===== config.mk =====
export PLATFORM = sky130hd
export DESIGN_NAME = turn_event_qualifier_unit
export DESIGN_NICKNAME = d
export VERILOG_FILES = /design/src/rtl/core/teq_pkg.sv /design/src/rtl/core/teq_step.sv /design/src/rtl/core/turn_event_qualifier_unit.sv
export SDC_FILE = /design/constraint.sdc
export NUM_CORES = 1
export LEC_CHECK = 0
export ABC_AREA = 1
export BUFFER_PORTS_ARGS = -buffer_cell sky130_fd_sc_hd__buf_2
export CAP_MARGIN = 40
export CORE_AREA = 5 5 235 237
export CTS_CLUSTER_SIZE = 30
export DETAILED_ROUTE_END_ITERATION = 8
export DIE_AREA = 0 0 240 242
export GPL_TIMING_DRIVEN = 0
export SYNTH_ARGS = -nofsm -noshare
export SYNTH_HDL_FRONTEND = slang
export SYNTH_SLANG_ARGS = --single-unit

===== constraint.sdc =====
create_clock -name clk -period 13.2 [get_ports clk]
set_input_delay 1.98 -clock clk [delete_from_list [all_inputs] [get_ports clk]]
set_output_delay 1.98 -clock clk [all_outputs]
set_load 0.02 [all_outputs]

===== src/rtl/core/teq_pkg.sv =====
`timescale 1ns / 1ps
`default_nettype none

package teq_pkg;

	// Detector state codes
	localparam logic [1:0] ST_IDLE      = 2'd0;
	localparam logic [1:0] ST_DETECTED  = 2'd1;
	localparam logic [1:0] ST_CONFIRMED = 2'd2;
	localparam logic [1:0] ST_INHIBITED = 2'd3;

	// Sensor count that confirms a detection at once
	localparam logic [1:0] QUICK_COUNT = 2'd2;

	// Configuration register indexes
	localparam int unsigned CFG_INDEX_W = 8;
	localparam int unsigned CFG_DATA_W  = 16;
	localparam logic [CFG_INDEX_W-1:0] REG_INHIBIT_MS       = 8'd0;
	localparam logic [CFG_INDEX_W-1:0] REG_MIN_ACTIVE_COUNT = 8'd1;
	localparam logic [CFG_INDEX_W-1:0] REG_STABLE_MS        = 8'd2;
	localparam logic [CFG_INDEX_W-1:0] REG_TIMEOUT_MS       = 8'd3;

	// Register reset values
	localparam logic [15:0] INHIBIT_MS_RST       = 16'd500;
	localparam logic [1:0]  MIN_ACTIVE_COUNT_RST = 2'd2;
	localparam logic [15:0] STABLE_MS_RST        = 16'd50;
	localparam logic [15:0] TIMEOUT_MS_RST       = 16'd300;

	// Operation codes
	localparam logic OP_SAMPLE = 1'b0;
	localparam logic OP_DONE   = 1'b1;

	typedef struct packed {
		logic        opcode;
		logic [31:0] now_ms;
		logic        sensor_outer_left;
		logic        sensor_left;
		logic        sensor_center_left;
	} sample_t;

	typedef struct packed {
		logic       turn_pending;
		logic [1:0] detector_state;
		logic [1:0] active_count;
	} result_t;

	typedef struct packed {
		logic [15:0] inhibit_ms;
		logic [1:0]  min_active_count;
		logic [15:0] stable_ms;
		logic [15:0] timeout_ms;
	} cfg_t;

	typedef struct packed {
		logic [1:0]  fsm;
		logic [31:0] detect_start;
		logic [31:0] inhibit_start;
		logic [31:0] last_turn;
		logic        ready;
		logic [1:0]  count;
	} det_state_t;

endpackage

`default_nettype wire


===== src/rtl/core/teq_step.sv =====
`timescale 1ns / 1ps
`default_nettype none

// Next-state and result logic for one transaction.
module teq_step (
	input  teq_pkg::sample_t    item,
	input  teq_pkg::det_state_t cur,
	input  teq_pkg::cfg_t       cfg,
	output teq_pkg::det_state_t nxt,
	output teq_pkg::result_t    res
);

	logic [31:0] now;
	logic [31:0] since_turn;
	logic        window;
	logic        enter_inh;
	logic        leave_inh;
	logic [31:0] inh_start_a;
	logic [31:0] inh_elapsed;
	logic [31:0] det_elapsed;
	logic [31:0] stuck_limit;
	logic [1:0]  cnt;
	logic        trigger;

	assign now         = item.now_ms;
	assign since_turn  = now - cur.last_turn;
	assign window      = since_turn < {16'd0, cfg.inhibit_ms};
	assign enter_inh   = window && (cur.fsm != teq_pkg::ST_INHIBITED);
	assign leave_inh   = !window && (cur.fsm == teq_pkg::ST_INHIBITED);
	assign inh_start_a = enter_inh ? now : cur.inhibit_start;
	assign inh_elapsed = now - inh_start_a;
	assign det_elapsed = now - cur.detect_start;
	assign stuck_limit = {15'd0, cfg.timeout_ms, 1'b0};
	assign cnt         = {1'b0, item.sensor_outer_left} + {1'b0, item.sensor_left}
		+ {1'b0, item.sensor_center_left};
	assign trigger     = (cnt >= cfg.min_active_count) && !window;

	always_comb begin
		logic [1:0] fsm_a;
		nxt   = cur;
		fsm_a = cur.fsm;
		if (item.opcode == teq_pkg::OP_DONE) begin
			nxt.fsm           = teq_pkg::ST_INHIBITED;
			nxt.ready         = 1'b0;
			nxt.last_turn     = now;
			nxt.inhibit_start = now;
		end else begin
			if (enter_inh) begin
				fsm_a = teq_pkg::ST_INHIBITED;
			end else if (leave_inh) begin
				fsm_a = teq_pkg::ST_IDLE;
			end
			nxt.fsm           = fsm_a;
			nxt.inhibit_start = inh_start_a;
			nxt.count         = cnt;
			unique case (fsm_a)
				teq_pkg::ST_IDLE: begin
					if (trigger) begin
						nxt.fsm          = teq_pkg::ST_DETECTED;
						nxt.detect_start = now;
					end
				end
				teq_pkg::ST_DETECTED: begin
					if (cnt >= teq_pkg::QUICK_COUNT
						|| det_elapsed >= {16'd0, cfg.stable_ms}) begin
						nxt.fsm   = teq_pkg::ST_CONFIRMED;
						nxt.ready = 1'b1;
					end else if (det_elapsed >= {16'd0, cfg.timeout_ms}) begin
						nxt.fsm   = teq_pkg::ST_IDLE;
						nxt.ready = 1'b0;
					end
				end
				teq_pkg::ST_CONFIRMED: begin
					if (det_elapsed >= stuck_limit) begin
						nxt.fsm          = teq_pkg::ST_IDLE;
						nxt.ready        = 1'b0;
						nxt.detect_start = 32'd0;
					end
				end
				teq_pkg::ST_INHIBITED: begin
					if (inh_elapsed >= {16'd0, cfg.inhibit_ms}) begin
						nxt.fsm = teq_pkg::ST_IDLE;
					end
				end
			endcase
		end
	end

	assign res.turn_pending   = nxt.ready;
	assign res.detector_state = nxt.fsm;
	assign res.active_count   = nxt.count;

endmodule

`default_nettype wire


===== src/rtl/core/turn_event_qualifier_unit.sv =====
`timescale 1ns / 1ps
`default_nettype none

// Channel   Direction  Handshake                    Payload
// sample    in         sample_valid / sample_ready  teq_pkg::sample_t
// result    out        result_valid / result_ready  teq_pkg::result_t
// cfg       in         cfg_valid / cfg_ready        cfg_index (8b), cfg_data (16b)
//
// Each transaction passes through the input register, then the step logic
// into the result register. A new transaction can be accepted every cycle
// while the result is not stalled; the state registers update when the
// input register hands its item on, so the next item sees them.
// Reset returns the registers to their defaults and the detector to idle.
// A stalled result holds; an empty input register still takes one more item.
module turn_event_qualifier_unit (
	input  wire                                   clk,
	input  wire                                   arst_n,
	input  wire                                   sample_valid,
	output logic                                  sample_ready,
	input  teq_pkg::sample_t                      sample,
	output logic                                  result_valid,
	input  wire                                   result_ready,
	output teq_pkg::result_t                      result,
	input  wire                                   cfg_valid,
	output logic                                  cfg_ready,
	input  wire [teq_pkg::CFG_INDEX_W-1:0]        cfg_index,
	input  wire [teq_pkg::CFG_DATA_W-1:0]         cfg_data
);

	teq_pkg::cfg_t       cfg_q;
	teq_pkg::det_state_t state_q;
	teq_pkg::det_state_t state_nxt;
	teq_pkg::sample_t    item_s1;
	teq_pkg::result_t    res_nxt;
	logic                valid_s1;
	logic                advance;

	// Configuration writes are always taken; unknown indexes are dropped.
	assign cfg_ready = 1'b1;

	always_ff @(posedge clk or negedge arst_n) begin
		if (!arst_n) begin
			cfg_q.inhibit_ms       <= teq_pkg::INHIBIT_MS_RST;
			cfg_q.min_active_count <= teq_pkg::MIN_ACTIVE_COUNT_RST;
			cfg_q.stable_ms        <= teq_pkg::STABLE_MS_RST;
			cfg_q.timeout_ms       <= teq_pkg::TIMEOUT_MS_RST;
		end else if (cfg_valid) begin
			unique case (cfg_index)
				teq_pkg::REG_INHIBIT_MS:       cfg_q.inhibit_ms       <= cfg_data;
				teq_pkg::REG_MIN_ACTIVE_COUNT: cfg_q.min_active_count <= cfg_data[1:0];
				teq_pkg::REG_STABLE_MS:        cfg_q.stable_ms        <= cfg_data;
				teq_pkg::REG_TIMEOUT_MS:       cfg_q.timeout_ms       <= cfg_data;
				default: ;
			endcase
		end
	end

	// Advance the input register into the result register whenever the
	// result register is empty or being emptied this cycle.
	assign advance      = !result_valid || result_ready;
	assign sample_ready = !valid_s1 || advance;

	always_ff @(posedge clk or negedge arst_n) begin
		if (!arst_n) begin
			valid_s1 <= 1'b0;
		end else if (sample_ready) begin
			valid_s1 <= sample_valid;
		end
	end

	// Hold the payload while stalled; load a new transaction otherwise.
	always_ff @(posedge clk) begin
		if (sample_ready && sample_valid) begin
			item_s1 <= sample;
		end
	end

	teq_step u_step (
		.item (item_s1),
		.cur  (state_q),
		.cfg  (cfg_q),
		.nxt  (state_nxt),
		.res  (res_nxt)
	);

	// Commit the detector state only when the item moves on to the result.
	always_ff @(posedge clk or negedge arst_n) begin
		if (!arst_n) begin
			state_q.fsm           <= teq_pkg::ST_IDLE;
			state_q.detect_start  <= 32'd0;
			state_q.inhibit_start <= 32'd0;
			state_q.last_turn     <= 32'd0;
			state_q.ready         <= 1'b0;
			state_q.count         <= 2'd0;
		end else if (valid_s1 && advance) begin
			state_q <= state_nxt;
		end
	end

	always_ff @(posedge clk or negedge arst_n) begin
		if (!arst_n) begin
			result_valid <= 1'b0;
		end else if (advance) begin
			result_valid <= valid_s1;
		end
	end

	always_ff @(posedge clk) begin
		if (valid_s1 && advance) begin
			result <= res_nxt;
		end
	end

`ifndef SYNTH
	// Ready only ever rises on the way into the confirmed state.
	a_ready_rise: assert property (@(posedge clk) disable iff (!arst_n)
		$rose(state_q.ready) |-> state_q.fsm == teq_pkg::ST_CONFIRMED)
		else $error("turn ready rose outside the confirmed state");

	// A completed turn always lands in inhibit with ready cleared.
	a_done_inhibit: assert property (@(posedge clk) disable iff (!arst_n)
		(valid_s1 && advance && item_s1.opcode == teq_pkg::OP_DONE)
		|=> (state_q.fsm == teq_pkg::ST_INHIBITED && !state_q.ready))
		else $error("done transaction did not enter inhibit");

	// A stalled input register keeps its item.
	a_s1_hold: assert property (@(posedge clk) disable iff (!arst_n)
		(valid_s1 && !advance) |=> (valid_s1 && $stable(item_s1)))
		else $error("input register lost a stalled transaction");

	// The detector state never moves without a transaction leaving the input register.
	a_state_quiet: assert property (@(posedge clk) disable iff (!arst_n)
		!(valid_s1 && advance) |=> $stable(state_q))
		else $error("detector state changed with no transaction");
`endif

endmodule

`default_nettype wire

==> flow_metrics.env, run 1 <==
export IMPL_status="finished, final reports clean"
export IMPL_r2r_slack_ns=4.35
export IMPL_power_density_nw_per_um2=204
export IMPL_synth_top_cells_by_count="nand2_1, inv_1, ha_1, o21ai_0, dfrtp_1"
export IMPL_cp_max_fo=4
export IMPL_initial_core_util_pct=29.6
export IMPL_cts_made_buffers=17
export IMPL_path_clk_slew_ns=0.08
export IMPL_max_clock_path_buffers=2
export IMPL_crit_buf_inv=3
export IMPL_synth_most_common_cell="nand2_1"
export IMPL_synth_nets=2407
export IMPL_worst_endpoint_required_ns=13.60
export IMPL_yosysSeqAreaShare_pct=32.3
export IMPL_grt_pass1_wl_mm=75.6
export IMPL_skew_ns=0.0140
export IMPL_tightest_slew_ns=0.974
export IMPL_first_pass_iters=5
export IMPL_drt_iter0_drc=877
export IMPL_slew_headroom_pct=35.0
export IMPL_synth_edf_count=41
export IMPL_fin_tns_setup_ns=0
export IMPL_arrival_ns=9.25
export IMPL_h_tree_depth=4
export IMPL_synth_simple_area_share_pct=25.5
export IMPL_swShare_pct=47.9
export IMPL_synthAdderAreaFrac_pct=14.4
export IMPL_nFillCells=5610
export IMPL_netlist_top_cells_area="dfrtp_1, ha_1, nand2_1, inv_1, edfxtp_1"
export IMPL_synth_compound_area_share_pct=13.4
export IMPL_cts_root_buf="clkbuf_16"
export IMPL_setup_viol=0
export IMPL_track_usage_pct=16.2
export IMPL_power_switching_mw=1.72
export IMPL_antenna_found_initial=1
export IMPL_num_antenna_cells=0
export IMPL_p_int_mw=1.87
export IMPL_crit_type="reg -> reg"
export IMPL_cts_tree="done"
export IMPL_syn_area_per_cell_um2=7.26
export IMPL_r2r_worst_path_cells=53
export IMPL_grt_max_degree=83
export IMPL_final_antenna_net_count=0
export IMPL_rsz0062_at_grt="no"
export IMPL_routabilityCongestion=0.912
export IMPL_pre_cts_slack_ns=4.36
export IMPL_port_buffers=71
export IMPL_crit_family="simple AND/OR/NAND/NOR gates"
export IMPL_die_width_um=240
export IMPL_critical_path_startpoint_type="flip-flop"
export IMPL_cts_sinks=194
export IMPL_coreArea_um2=53100
export IMPL_dp_hpwl_mm=39.7
export IMPL_worst_skew_pair_late_latency_ns=0.46
export IMPL_synthesis_area_um2=15700
export IMPL_cp_common_cell="nand2_1"
export IMPL_pwr_share_comb_pct=61.6
export IMPL_syn_inst=2163
export IMPL_cts_repair_resized=0
export IMPL_fin_crit_sh_pct=67.0
export IMPL_min_to="state_q[0]$_DFFE_PN0P_"
export IMPL_seqPwrFrac_pct=23.0
export IMPL_ys_ff_latch=194
export IMPL_yosys_area_share_xor_xnor_pct=3.12
export IMPL_syn2layout_area_growth_pct=12.1
export IMPL_die_area_um2=58100
export IMPL_postPlaceCellArea_um2=17000
export IMPL_worst_path_largest_cell_delay_ns=0.84
export IMPL_whs_path_depth=2
export IMPL_crit_path_top_delay_cell="nor3b_1"
export IMPL_synth_top_area_share_pct=22.1
export IMPL_peakVddDrop_v=0.000114
export IMPL_grt_pass1_vias=14400
export IMPL_wl_per_cell_um=16.1
export IMPL_final_cell_area_um2=17600
export IMPL_cts_setup_buffers=0
export IMPL_fmax_mhz=113
export IMPL_async_reset_ff_share_pct=78.9
export IMPL_end_kind="flip-flop"
export IMPL_reg2reg_to="state_q[100]$_DFFE_PN0P_"
export IMPL_routed_via_density=4.88
export IMPL_p_leak_nw=8.78
export IMPL_drc=0
export IMPL_drive_above_1_share_pct=8.07
export IMPL_synth_top_family_by_area="simple AND/OR/NAND/NOR gates"
export IMPL_drt_total_wl_mm=47.7
export IMPL_die_h_um=242
export IMPL_synth_mux_area_share_pct=1.40
export IMPL_vias=14500
export IMPL_synth_flop_cell="dfrtp_1"
export IMPL_ys_warn_count=0
export IMPL_grt_remaining_overflow=0
export IMPL_cap_violations=0
export IMPL_finalMaxSlewViolations=0
export IMPL_yosysTopAreaCell="dfrtp_1"
export IMPL_clockPowerShare_pct=15.4
export IMPL_hp_class="reg -> reg"
export IMPL_nets=2499
export IMPL_holdBufCountCts=0
export IMPL_r2r_start="item_s1[3]$_DFFE_PP_"
export IMPL_pin_count=73
export IMPL_rows=85
export IMPL_setup_slack_ns=4.35
export IMPL_period_needed_ns=8.85
export IMPL_p_total_mw=3.59
export IMPL_hold_viol_final=0
export IMPL_ys_types=57
export IMPL_worstHoldStart="state_q[0]$_DFFE_PN0P_"
## cells in the final DEF, fill, tap and decap left out, drive strengths merged, types with 3 or more instances in the layout
| cell | n |
|---|---|
| a2111oi | 3 |
| a211oi | 6 |
| a21boi | 3 |
| a21o | 14 |
| a21oi | 124 |
| a31oi | 3 |
| and3 | 3 |
| buf | 83 |
| clkbuf | 45 |
| clkinv | 6 |
| dfrtp | 139 |
| dfstp | 14 |
| edfxtp | 41 |
| fa | 4 |
| ha | 175 |
| inv | 370 |
| mux2i | 22 |
| nand2 | 598 |
| nand3 | 129 |
| nand3b | 4 |
| nand4 | 32 |
| nor2 | 127 |
| nor3 | 22 |
| nor3b | 3 |
| nor4 | 4 |
| o211ai | 25 |
| o21a | 3 |
| o21ai | 177 |
| o21bai | 4 |
| o221ai | 10 |
| or2 | 5 |
| xnor2 | 17 |
| xor2 | 39 |
## worst min-delay path, cell delays in order (launching register included)
cell	delay, ns
dfrtp_1	0.34
nand2_1	0.06
nand2_1	0.06
## kinds of logic after synthesis
kind of cell	Yosys count
xor gates and xnor gates	56
and+or+nand+nor	932
DFF	194
buffers and inverters	402
other	1
muxes	22
adders and majority gates	179
AOI/OAI and AO/OA	377
## registers in the layout (all words and copies together), names as in the netlist
signal and flops:
valid_s1 1, item_s1 36, cfg_q 50, result_valid 1
result 5, state_q 101
## layer usage
layer	vias to the layer above	share of wire [%]	GRT usage, %
met5	-	0.027	0
met2	292	49	28.4
li1	7267	-	-
met3	73	3.1	1.65
met4	2	3.2	5.62
met1	6821	45	20.6
## how the worst max path moves through the flow
stage / from / to / cells after the start / slack [ns]
CTS: item_s1[3]$_DFFE_PP_ / state_q[100]$_DFFE_PN0P_ / 53 / 4.30
global route: item_s1[3]$_DFFE_PP_ / state_q[100]$_DFFE_PN0P_ / 53 / 3.67
detailed placement: item_s1[3]$_DFFE_PP_ / state_q[100]$_DFFE_PN0P_ / 53 / 4.36
global placement: item_s1[3]$_DFFE_PP_ / state_q[100]$_DFFE_PN0P_ / 53 / 4.48
finish: item_s1[3]$_DFFE_PP_ / state_q[100]$_DFFE_PN0P_ / 53 / 4.35
floorplan: item_s1[3]$_DFFE_PP_ / state_q[100]$_DFFE_PN0P_ / 56 / 6.49
## power by group through the flow
stage / Clock (mW) / Combinational (mW) / Sequential, mW
final: 0.553 / 2.21 / 0.827
after global routing: 0.587 / 2.53 / 0.841
after CTS: 0.565 / 2.21 / 0.827
after detailed placement: 0 / 2.19 / 0.838
after global placement: 0 / 2.12 / 0.835
after floorplan: 0 / 1.65 / 0.817
## final cells by class
| cell class | count | area (um2) | share of cell area (%) |
|---|---|---|---|
| Multi-Input combinational cell | 1567 | 9100 | 51.7 |
| Clock inverter | 14 | 169 | 0.959 |
| Buffer | 37 | 160 | 0.910 |
| Clock buffer | 18 | 450 | 2.56 |
| Sequential cell | 194 | 5080 | 28.8 |
| Tap cell | 696 | 871 | 4.95 |
| Timing Repair Buffer | 73 | 409 | 2.32 |
| Inverter | 365 | 1370 | 7.78 |
## per-stage QoR
step | hold slack (ns) | instances | util [%]
2_1_floorplan | 0.449 | 2163 | -
3_3_place_gp | 0.463 | 2930 | 31.9
3_5_place_dp | 0.471 | 2932 | 32.0
4_1_cts | 0.490 | 2964 | 33.2
5_1_grt | 0.498 | 2964 | 33.2
6_report | 0.489 | 2964 | 33.2
(Power assumes the default switching activity.)
==> run 2, diff against run 1 <==
==> constraint.sdc (replaced) <==
create_clock -name clk -period 7.16 [get_ports clk]
set_input_delay 1.074 -clock clk [delete_from_list [all_inputs] [get_ports clk]]
set_output_delay 1.074 -clock clk [all_outputs]
set_load 0.02 [all_outputs]
==> flow_metrics.env, run 2 (synthesis gave the netlist of run 1 again) <==
export IMPL_vias=15000
export IMPL_cp_common_cell="nand2_2"
export IMPL_regMostFlops="state_q"
export IMPL_final_antenna_net_count=0
export IMPL_layout_commonest_cell="nand2_1"
export IMPL_postPlaceCellArea_um2=17000
export IMPL_routed_via_density=4.93
export IMPL_grt_max_degree=83
export IMPL_layout_common_cells="nand2_1, inv_1, o21ai_0"
export IMPL_period_needed_ns=7.31
export IMPL_power_switching_mw=3.35
export IMPL_h_tree_depth=4
export IMPL_arrival_ns=7.71
export IMPL_hp_class="reg -> reg"
export IMPL_met2_usage_pct=29.2
export IMPL_cts_root_buf="clkbuf_16"
export IMPL_track_usage_pct=16.8
export IMPL_met1_usage_pct=21.5
export IMPL_pre_cts_slack_ns=-1.68
export IMPL_nFillCells=5504
export IMPL_cap_violations=0
export IMPL_grt_remaining_overflow=0
export IMPL_cts_tree="done"
export IMPL_worst_skew_pair_late_latency_ns=0.46
export IMPL_p_total_mw=7.03
export IMPL_routabilityCongestion=0.912
export IMPL_tightest_slew_ns=0.735
export IMPL_wl_per_cell_um=16.5
export IMPL_largest_register_ffs=101
export IMPL_fin_crit_sh_pct=102
export IMPL_path_clk_slew_ns=0.08
export IMPL_drt_iter0_drc=982
export IMPL_setup_viol=4
export IMPL_dp_hpwl_mm=39.7
export IMPL_seqPwrFrac_pct=21.6
export IMPL_power_density_nw_per_um2=376
export IMPL_fin_hold_ws_ns=0.489
export IMPL_die_h_um=242
export IMPL_coreArea_um2=53100
export IMPL_rsz0062_at_grt="yes"
export IMPL_worst_path_largest_cell_delay_ns=0.55
export IMPL_nets=2567
export IMPL_busiest_layer="met2"
export IMPL_fmax_mhz=137
export IMPL_finalMaxSlewViolations=0
export IMPL_drive_above_1_share_pct=14.5
export IMPL_crit_path_top_delay_cell="edfxtp_1"
export IMPL_cts_made_buffers=17
export IMPL_slew_headroom_pct=51.0
export IMPL_port_buffers=71
export IMPL_multi_input_area_um2=9630
export IMPL_antenna_found_initial=0
export IMPL_grt_pass1_vias=14900
export IMPL_critical_path_startpoint_type="flip-flop"
export IMPL_p_int_mw=3.68
export IMPL_rows=85
export IMPL_r2r_slack_ns=-0.15
export IMPL_pwr_share_comb_pct=63.9
export IMPL_drc=0
export IMPL_final_cell_area_um2=18700
export IMPL_regArea_um2=5080
export IMPL_clockPowerShare_pct=14.5
export IMPL_die_area_um2=58100
export IMPL_end_kind="flip-flop"
export IMPL_violations="negative setup slack"
export IMPL_max_clock_path_buffers=2
export IMPL_pin_count=73
export IMPL_status="complete, but fails checks"
export IMPL_crit_type="reg -> reg"
export IMPL_skew_ns=0.0164
export IMPL_num_antenna_cells=0
export IMPL_first_pass_iters=5
export IMPL_peakVddDrop_v=0.000209
export IMPL_die_width_um=240
export IMPL_initial_core_util_pct=29.6
export IMPL_cts_sinks=194
export IMPL_syn2layout_area_growth_pct=18.9
export IMPL_worst_endpoint_required_ns=7.56
export IMPL_met3_usage_pct=1.49
export IMPL_grt_pass1_wl_mm=78.1
export IMPL_drt_total_wl_mm=50.0
export IMPL_largest_registers="state_q x101, cfg_q x50, item_s1 x36"
export IMPL_p_leak_nw=9.18
export IMPL_hold_viol_final=0
export IMPL_swShare_pct=47.7
export IMPL_holdBufCountCts=0
export IMPL_cp_max_fo=4
export IMPL_setup_slack_ns=-0.152
## run 2: cell types whose count changed in the layout (fill, tap and decap cells not counted), sizes merged
cell / before / now
buf: 83 / 151
## run 2: area by class of cell
type | instances | area share, %
Buffer | 37 | 0.971
Clock buffer | 18 | 2.41
Clock inverter | 14 | 0.904
Inverter | 365 | 7.34
Multi-Input combinational cell | 1567 | 51.6
Sequential cell | 194 | 27.2
Tap cell | 696 | 4.66
Timing Repair Buffer | 141 | 4.96
## run 2: critical path, delay by kind of cell (launching register included)
family	cells	cell delay, ns
xor+xnor	2	0.37
compound gates	10	1.20
simple gates	33	3.52
buf+inv	3	0.17
flops	1	0.55
fa+ha+maj	5	1.46
## run 2: power groups by stage
| stage | registers [mW] | logic (mW) | clock network (mW) |
|---|---|---|---|
| global placement | 1.54 | 3.91 | 0 |
| global route | 1.54 | 5.07 | 1.08 |
| CTS | 1.52 | 4.33 | 1.04 |
| finish | 1.52 | 4.49 | 1.02 |
| floorplan | 1.51 | 3.03 | 0 |
| detailed placement | 1.54 | 4.04 | 0 |
## run 2: final timing paths
| kind | startpoint | to | depth (start not counted) |
|---|---|---|---|
| worst max-delay path | item_s1[13]$_DFFE_PP_ | state_q[100]$_DFFE_PN0P_ | 53 |
| worst min-delay path | state_q[0]$_DFFE_PN0P_ | state_q[0]$_DFFE_PN0P_ | 2 |
| worst max register to register | item_s1[13]$_DFFE_PP_ | state_q[100]$_DFFE_PN0P_ | 53 |
| worst min register to register | state_q[0]$_DFFE_PN0P_ | state_q[0]$_DFFE_PN0P_ | 2 |
| max in group asynchronous | arst_n | state_q[57]$_DFFE_PN0P_ | 2 |
| min in group asynchronous | arst_n | cfg_q[15]$_DFFE_PN0P_ | 1 |
## run 2: through the flow
stage	setup TNS, ns	util (%)	std cells
after global placement	-6.02	31.9	2930
after detailed placement	-6.51	32.0	2932
final	-0.519	35.2	3032
after CTS	-0.358	34.7	3018
after global routing	-1.66	35.2	3032
after floorplan	0	-	2163
## run 2: what timing repair did
action	CTS	global route
endpoints found under the setup margin	4	4
resized for setup	93	33
pin swaps	47	58
setup buffers	54	14
## run 2: layer usage
layer / wire length [um] / vias up
met2: 24500 / 353
li1: - / 7415
met1: 22100 / 7089
met3: 1670 / 94
met5: 0 / -
met4: 1790 / 0
==> run 3, diff against run 2 <==
--- a/config.mk
+++ b/config.mk
@@ -5,14 +5,14 @@
 export SDC_FILE = /design/constraint.sdc
 export NUM_CORES = 1
 export LEC_CHECK = 0
-export ABC_AREA = 1
 export BUFFER_PORTS_ARGS = -buffer_cell sky130_fd_sc_hd__buf_2
 export CAP_MARGIN = 40
-export CORE_AREA = 5 5 235 237
+export CORE_AREA = 5 5 232 234
 export CTS_CLUSTER_SIZE = 30
 export DETAILED_ROUTE_END_ITERATION = 8
-export DIE_AREA = 0 0 240 242
+export DIE_AREA = 0 0 237 239
 export GPL_TIMING_DRIVEN = 0
+export MAX_ROUTING_LAYER = met4
 export SYNTH_ARGS = -nofsm -noshare
 export SYNTH_HDL_FRONTEND = slang
 export SYNTH_SLANG_ARGS = --single-unit
==> flow_metrics.env, run 3 <==
export IMPL_status="complete, but fails checks"
export IMPL_violations="negative setup slack"
export IMPL_die_width_um=237
export IMPL_setup_slack_ns=-1.94
export IMPL_path_clk_slew_ns=0.07
export IMPL_rows=84
export IMPL_grt_remaining_overflow=0
export IMPL_synth_most_common_cell="ha_1"
export IMPL_rsz0062_at_grt="yes"
export IMPL_regMostFlops="state_q"
export IMPL_whs_path_depth=1
export IMPL_worstHoldStart="valid_s1$_DFFE_PN0N_"
export IMPL_crit_buf_inv=8
export IMPL_grt_pass1_vias=12800
export IMPL_synth_edf_count=41
export IMPL_fin_crit_sh_pct=127
export IMPL_nets=2075
export IMPL_pin_count=73
export IMPL_drt_total_wl_mm=44.4
export IMPL_cp_max_fo=6
export IMPL_power_density_nw_per_um2=330
export IMPL_slew_headroom_pct=33.8
export IMPL_ys_ff_latch=194
export IMPL_cts_sinks=194
export IMPL_routabilityCongestion=0.975
export IMPL_period_needed_ns=9.10
export IMPL_cap_violations=0
export IMPL_max_clock_path_buffers=2
export IMPL_async_reset_ff_share_pct=78.9
export IMPL_place_inst=2433
export IMPL_h_tree_depth=4
export IMPL_crit_cells=49
export IMPL_vias=13100
export IMPL_die_area_um2=56600
export IMPL_cts_root_buf="clkbuf_16"
export IMPL_yosysSeqAreaShare_pct=33.3
export IMPL_pre_cts_slack_ns=-3.24
export IMPL_wl_per_cell_um=17.5
export IMPL_antenna_found_initial=0
export IMPL_ys_types=83
export IMPL_p_leak_nw=8.14
export IMPL_arrival_ns=9.48
export IMPL_netlist_top_cells_area="dfrtp_1, ha_1, edfxtp_1, mux2_2, o21ai_0"
export IMPL_syn_area_per_cell_um2=9.14
export IMPL_syn_inst=1667
export IMPL_peakVddDrop_v=0.000188
export IMPL_drc=0
export IMPL_setup_viol=4
export IMPL_layout_commonest_cell="ha_1"
export IMPL_worst_endpoint_required_ns=7.55
export IMPL_routed_via_density=5.18
export IMPL_critical_path_startpoint_type="flip-flop"
export IMPL_cts_made_buffers=17
export IMPL_final_cells=2533
export IMPL_synth_flop_cell="dfrtp_1"
export IMPL_crit_type="reg -> reg"
export IMPL_synthesis_area_um2=15200
export IMPL_coreArea_um2=51800
export IMPL_synth_top_cells_by_count="ha_1, inv_1, dfrtp_1, o21ai_0, nand2_1"
export IMPL_end_kind="flip-flop"
export IMPL_first_pass_iters=5
export IMPL_largest_registers="state_q x101, cfg_q x50, item_s1 x36"
export IMPL_final_antenna_net_count=0
export IMPL_port_buffers=71
export IMPL_crit_family="compound AO/OA/AOI/OAI gates"
export IMPL_grt_max_degree=66
export IMPL_largest_register_ffs=101
export IMPL_die_h_um=239
export IMPL_hp_class="reg -> reg"
export IMPL_r2r_worst_path_cells=49
export IMPL_holdBufCountCts=0
export IMPL_grt_pass1_wl_mm=70.7
export IMPL_fmax_mhz=110
export IMPL_hold_viol_final=0
export IMPL_ys_warn_count=0
export IMPL_skew_ns=0.0151
export IMPL_worst_path_largest_cell_delay_ns=0.40
export IMPL_initial_core_util_pct=29.4
export IMPL_yosysTopAreaCell="dfrtp_1"
export IMPL_critPathLaunch="item_s1[3]$_DFFE_PP_"
export IMPL_crit_path_top_delay_cell="edfxtp_1"
export IMPL_p_total_mw=6.02
export IMPL_synth_top_area_share_pct=22.8
export IMPL_r2r_start="item_s1[3]$_DFFE_PP_"
export IMPL_layout_common_cells="ha_1, inv_1, dfrtp_1"
export IMPL_synth_nets=1911
export IMPL_drt_iter0_drc=993
export IMPL_dp_hpwl_mm=34.5
export IMPL_drive_above_1_share_pct=21.7
export IMPL_finalMaxSlewViolations=0
export IMPL_worst_skew_pair_late_latency_ns=0.46
export IMPL_track_usage_pct=15.9
export IMPL_cts_tree="done"
export IMPL_syn2layout_area_growth_pct=19.7
export IMPL_tightest_slew_ns=0.967
## run 3: cell count changes in the layout (fill, tap and decap cells not counted), moves of 18 or more
cell | before | now
inv_1 | 349 | 150
nand2_2 | 45 | 4
nand3_1 | 116 | 62
nor2b_1 | 0 | 18
nand2b_1 | 0 | 24
o21ai_0 | 159 | 118
xnor2_1 | 17 | 37
a21o_1 | 14 | 58
nor2_1 | 109 | 74
mux2_2 | 0 | 93
xor2_1 | 38 | 17
clkbuf_1 | 27 | 47
nand2_1 | 544 | 118
## run 3: metal layers
metal	GRT usage (%)	wire length, um	vias to the layer above
met5	-	0	-
met4	4.29	1030	0
met3	2.50	2220	55
met2	24.3	19700	361
met1	22.1	21500	6315
li1	-	-	6379
## run 3: cell families after synthesis
logic type	after synthesis	share of synthesized area, %
AOI/OAI and AO/OA	459	19.4
and+or+nand+nor	432	14.2
buffers and inverters	214	5.46
DFF	194	33.3
adders and majority gates	181	15.0
muxes	130	9.32
xor gates and xnor gates	56	3.22
other	1	0.0246
## run 3: power by group
group	leakage [nW]	switching, mW	total (mW)	internal, mW
clock	0.272	0.458	0.950	0.491
combinational	5.62	2.04	3.59	1.55
sequential	2.25	0.114	1.47	1.36
total	8.14	2.61	6.02	3.40
## run 3: layout make-up
class                      count  area, um2
antenna                        1       2.50
buffer                        59        278
clock buffer                  24        493
clock inverter                 8       68.8
fill                        5291      33600
inverter                     152        571
multi-input combinational   1259       9830
sequential                   194       5080
tap                          688        861
timing repair buffer         148       1040
## run 3: per-stage QoR
stage / hold slack [ns] / setup TNS, ns / cell area [um2] / utilization, %
2_1_floorplan: 0.449 / -2.61 / 15400 / -
3_3_place_gp: 0.462 / -25.99 / 16600 / 32.0
3_5_place_dp: 0.471 / -12.68 / 16700 / 32.3
4_1_cts: 0.489 / -6.96 / 18100 / 34.9
5_1_grt: 0.511 / -8.90 / 18200 / 35.2
6_report: 0.486 / -7.55 / 18200 / 35.2
## run 3: final timing paths
path                                             to  slack (ns)
hold reg to reg            result_valid$_DFFE_PN0P_        0.49
setup reg to reg           state_q[100]$_DFFE_PN0P_       -1.94
min in group asynchronous     cfg_q[22]$_DFFE_PN0P_        0.51
max in group asynchronous     cfg_q[42]$_DFFE_PN1P_        5.98
hold / removal             result_valid$_DFFE_PN0P_        0.49
setup / recovery           state_q[100]$_DFFE_PN0P_       -1.94
## run 3: repair_timing
item	in CTS	in global routing
resized for setup	68	20
pin swaps	54	10
buffers inserted	65	7
endpoints found under the setup margin	4	28
## run 3: worst reg2reg max path: cells and delay by family (launching register included)
| kind | cells | cell delay [ns] |
|---|---|---|
| mux | 2 | 0.29 |
| simple gates | 8 | 1.16 |
| compound gates | 24 | 4.26 |
| flops | 1 | 0.40 |
| xor+xnor | 2 | 0.33 |
| fa+ha+maj | 5 | 1.51 |
| buf+inv | 8 | 1.11 |
